### src/rtl/symmetric_triangle_expand_assert.svh
// ----------------------------------------------------------------------------
// Assertion macros for symmetric_triangle_expand
// Implication checks clocked on clk and disabled while rst_n is low.
// ----------------------------------------------------------------------------
`ifndef SYMMETRIC_TRIANGLE_EXPAND_ASSERT_SVH
`define SYMMETRIC_TRIANGLE_EXPAND_ASSERT_SVH

`ifndef SYNTHESIS

// Same-cycle implication.
`define STE_ASSERT_IMP(lbl, ante, cons) \
    lbl: assert property (@(posedge clk) disable iff (!rst_n) (ante) |-> (cons)) \
        else $error("symmetric_triangle_expand: assertion failed");

// Next-cycle implication.
`define STE_ASSERT_NXT(lbl, ante, cons) \
    lbl: assert property (@(posedge clk) disable iff (!rst_n) (ante) |=> (cons)) \
        else $error("symmetric_triangle_expand: assertion failed");

`else

`define STE_ASSERT_IMP(lbl, ante, cons)
`define STE_ASSERT_NXT(lbl, ante, cons)

`endif

`endif

### src/rtl/ste_ram.sv
// ----------------------------------------------------------------------------
// ste_ram
// Simple dual-port RAM: one write port, one read port with registered data.
// ----------------------------------------------------------------------------
`default_nettype none

module ste_ram #(
    parameter int WIDTH = 8,
    parameter int DEPTH = 16
) (
    input  wire logic                     clk,
    input  wire logic                     we,
    input  wire logic [$clog2(DEPTH)-1:0] waddr,
    input  wire logic [WIDTH-1:0]         wdata,
    input  wire logic [$clog2(DEPTH)-1:0] raddr,
    output logic      [WIDTH-1:0]         rdata
);

    logic [WIDTH-1:0] mem [DEPTH];

    always_ff @(posedge clk)
    begin
        if (we)
        begin
            mem[waddr] <= wdata;
        end
        rdata <= mem[raddr];
    end

endmodule

`default_nettype wire

### config.mk
export PLATFORM = sky130hd
export DESIGN_NAME = ste_ram
export DESIGN_NICKNAME = d
export VERILOG_FILES = /design/src/rtl/symmetric_triangle_expand_assert.svh /design/src/rtl/ste_ram.sv
export SDC_FILE = /design/constraint.sdc
export NUM_CORES = 1
export LEC_CHECK = 0
export BUFFER_PORTS_ARGS = -buffer_cell sky130_fd_sc_hd__buf_4
export CAP_MARGIN = 20
export CELL_PAD_IN_SITES_DETAIL_PLACEMENT = 0
export CELL_PAD_IN_SITES_GLOBAL_PLACEMENT = 1
export CORE_MARGIN = 8
export CORE_UTILIZATION = 50
export DETAILED_ROUTE_END_ITERATION = 10
export GPL_ROUTABILITY_DRIVEN = 0
export GPL_TIMING_DRIVEN = 0
export PLACE_DENSITY_LB_ADDON = 0.1
export SETUP_SLACK_MARGIN = 0.3
export SLEW_MARGIN = 20
export SYNTH_ARGS = -nofsm -noshare
export SYNTH_HDL_FRONTEND = slang
export SYNTH_SLANG_ARGS = --single-unit
### constraint.sdc
create_clock -name clk -period 6.5 [get_ports clk]
set_input_delay 1.95 -clock clk [delete_from_list [all_inputs] [get_ports clk]]
set_output_delay 1.95 -clock clk [all_outputs]
set_load 0.03 [all_outputs]
==> reports/metrics.yaml <==
final_hold_viol_count: 0
antennaDiodeCount: 0
yosys-top-cells-count: "edfxtp_1 (128), mux4_2 (18), a22oi_1 (16)"
cp_max_fo: 8
hpwlAfterDp_um: 6081
synth_largest_area_cell: "edfxtp_1"
ys_seq_elements: 136
coreArea_mm2: 0.01014
fin_crit_sh: 0.4804
synth_area_leaders: "edfxtp_1 (75%), mux4_2 (7.9%), mux4_1 (7.1%), dfxtp_1 (3.1%), a22oi_1 (2.3%)"
die_x_um: 117.5
status: "finished, final reports clean"
synth_edf_count: 128
ys.flop_type: "edfxtp_1"
grt_pass1_vias: 2368
postCtsSetupBuffers: 0
place_ws_ps: 2819
worstSetupPathType: "input pin to register"
power_density_mw_per_mm2: 335.2
ios: 26
dp_cells: 389
dieHeight_um: 117.5
rsz0062_at_grt: "no"
slew-limit-headroom: 0.4603
synthesis.area_mm2: 0.005147
critPathSlowestCell: "nor2_1"
fmax_mhz: 320.2
syn2layout_area_growth_pct: 18.79
dieArea_mm2: 0.01380
setup_ws_ps: 3377
syn_nets: 247
drt_first_pass_iters: 4
fin_skew_ps: 7.687
cts-resized-gates: 0
grt_pass1_wl_um: 14630
busiest_layer: "met2"
htree_num_levels: 4
async_flop_share: 0
final_antenna_net_count: 0
worstPathCellList: "buf_4 > or3b_2 > nor2_1"
max_slew.worst_pin.slew_ps: 806.6
maxSlewViolCount: 0
endpoint_kind: "register"
power_leakage_nw: 2.049
synth_most_common_cell: "edfxtp_1"
cts_root_buffer: "clkbuf_8"
fin_nets: 290
met1_usage: 0.2019
drive_above_1_share: 0.2947
cts_tree: "done"
clock-sinks: 136
numCtsBuffers: 17
synth_top_cell_area_share: 0.7467
syn_inst: 229
peakVddDrop_mv: 0.2074
synth-seq-area-share: 0.7778
grt_max_degree: 17
setup_violations: 0
initial_utilization: 0.5077
placementRows: 37
clock_path_buffers: 2
wl_per_cell_um: 22.61
fin_tns_setup_ps: 0
max_stage_delay_ps: 640
portBuffers: 24
antenna_found_initial: 0
stdcell_count: 421
avgSynthCellArea_um2: 22.48
cp.arrival_ps: 3250
vias: 2366
grt_overflow: 0
drc: 0
viasPerCell: 5.620
cap_violations: 0
hp-class: "register to register"
drt_iter0_markers: 206
grt_usage: 0.1455
clk_pin_slew_ps: 60
required_ps: 6630
grt_util_met3: 0.03837
worstSkewPairLatency_ps: 510
start_kind: "input pin"
ys_types: 19
gr-usage-met2: 0.2104
fillers: 731
post-route-min-period_ps: 3123
cts-hold-fix-buffers: 0
yosysWarnings: 0
finalWirelength_um: 9518
## metal layers
metal	part of all wire	vias up
li1	-	1059
met1	0.44	1225
met2	0.48	71
met3	0.061	11
met4	0.015	0
met5	0	-
## layout make-up
| class | count | area, um^2 | area share |
|---|---|---|---|
| buffer | 10 | 86.33 | 0.01412 |
| clock buffer | 23 | 446.7 | 0.07305 |
| clock inverter | 9 | 150.1 | 0.02455 |
| multi-input combinational | 83 | 1077 | 0.1762 |
| sequential | 136 | 4004 | 0.6548 |
| tap | 136 | 170.2 | 0.02783 |
| timing repair buffer | 24 | 180.2 | 0.02947 |
## report_power, final
group | switching, mW | total, mW | internal, mW
clock | 0.323 | 0.954 | 0.631
sequential | 0.00437 | 0.985 | 0.981
combinational | 0.0652 | 0.110 | 0.0453
## worst max-delay path: cells and delay by family
family	cells	cell delay (ps)
AND/OR/NAND/NOR	2	1180
buffers and inverters	1	120
## worst paths after layout
check | from | to | slack (ps) | cells past startpoint
max | waddr[2] | mem[3][1] | 3380 | 3
min | mem[11][2] | rdata[2] | 680 | 3
max reg2reg | mem[10][0] | rdata[0] | 5080 | 3
min reg2reg | mem[11][2] | rdata[2] | 680 | 3
## cell usage in the layout (no fill, tap or decap)
| master | instances |
|---|---|
| clkinv_2 | 3 |
| and2b_1 | 1 |
| nor2_1 | 13 |
| a22oi_1 | 16 |
| buf_4 | 25 |
| clkdlybuf4s25_2 | 3 |
| nand3_1 | 1 |
| clkbuf_8 | 2 |
| edfxtp_1 | 128 |
| and2_1 | 1 |
| or3b_2 | 1 |
| nor3_2 | 4 |
| bufinv_16 | 4 |
| dfxtp_1 | 8 |
| nand3b_1 | 2 |
| nand2_1 | 9 |
| buf_6 | 3 |
| buf_2 | 3 |
| mux4_2 | 18 |
| clkbuf_1 | 5 |
| clkbuf_16 | 16 |
| clkinvlp_4 | 2 |
| nand2b_1 | 2 |
| mux4_1 | 14 |
| nor2b_1 | 1 |
## metrics by stage
stage,total power [mW],hold WS (ps),cell area [um^2],utilization
after floorplan,1.064,629.3,5147,-
after global placement,1.112,664.0,5498,0.5423
after detailed placement,1.115,661.7,5518,0.5442
after CTS,2.066,679.0,6115,0.6031
after global routing,2.114,700.1,6115,0.6031
final,2.050,675.7,6115,0.6031
## sequential cells by signal, indices dropped and copies added (netlist names)
register / flops
mem: 128
rdata: 8
## logic make-up (layout without fill, tap and decap cells)
logic type      after synthesis  after routing  share of synthesized area
mux                          32             32                     0.1502
simple gates                 35             35                    0.03184
compound gates               16             16                    0.02334
flops                       136            136                     0.7778
buf+inv                      10             66                    0.01677
Note: power is estimated with default switching activity, not from simulation.
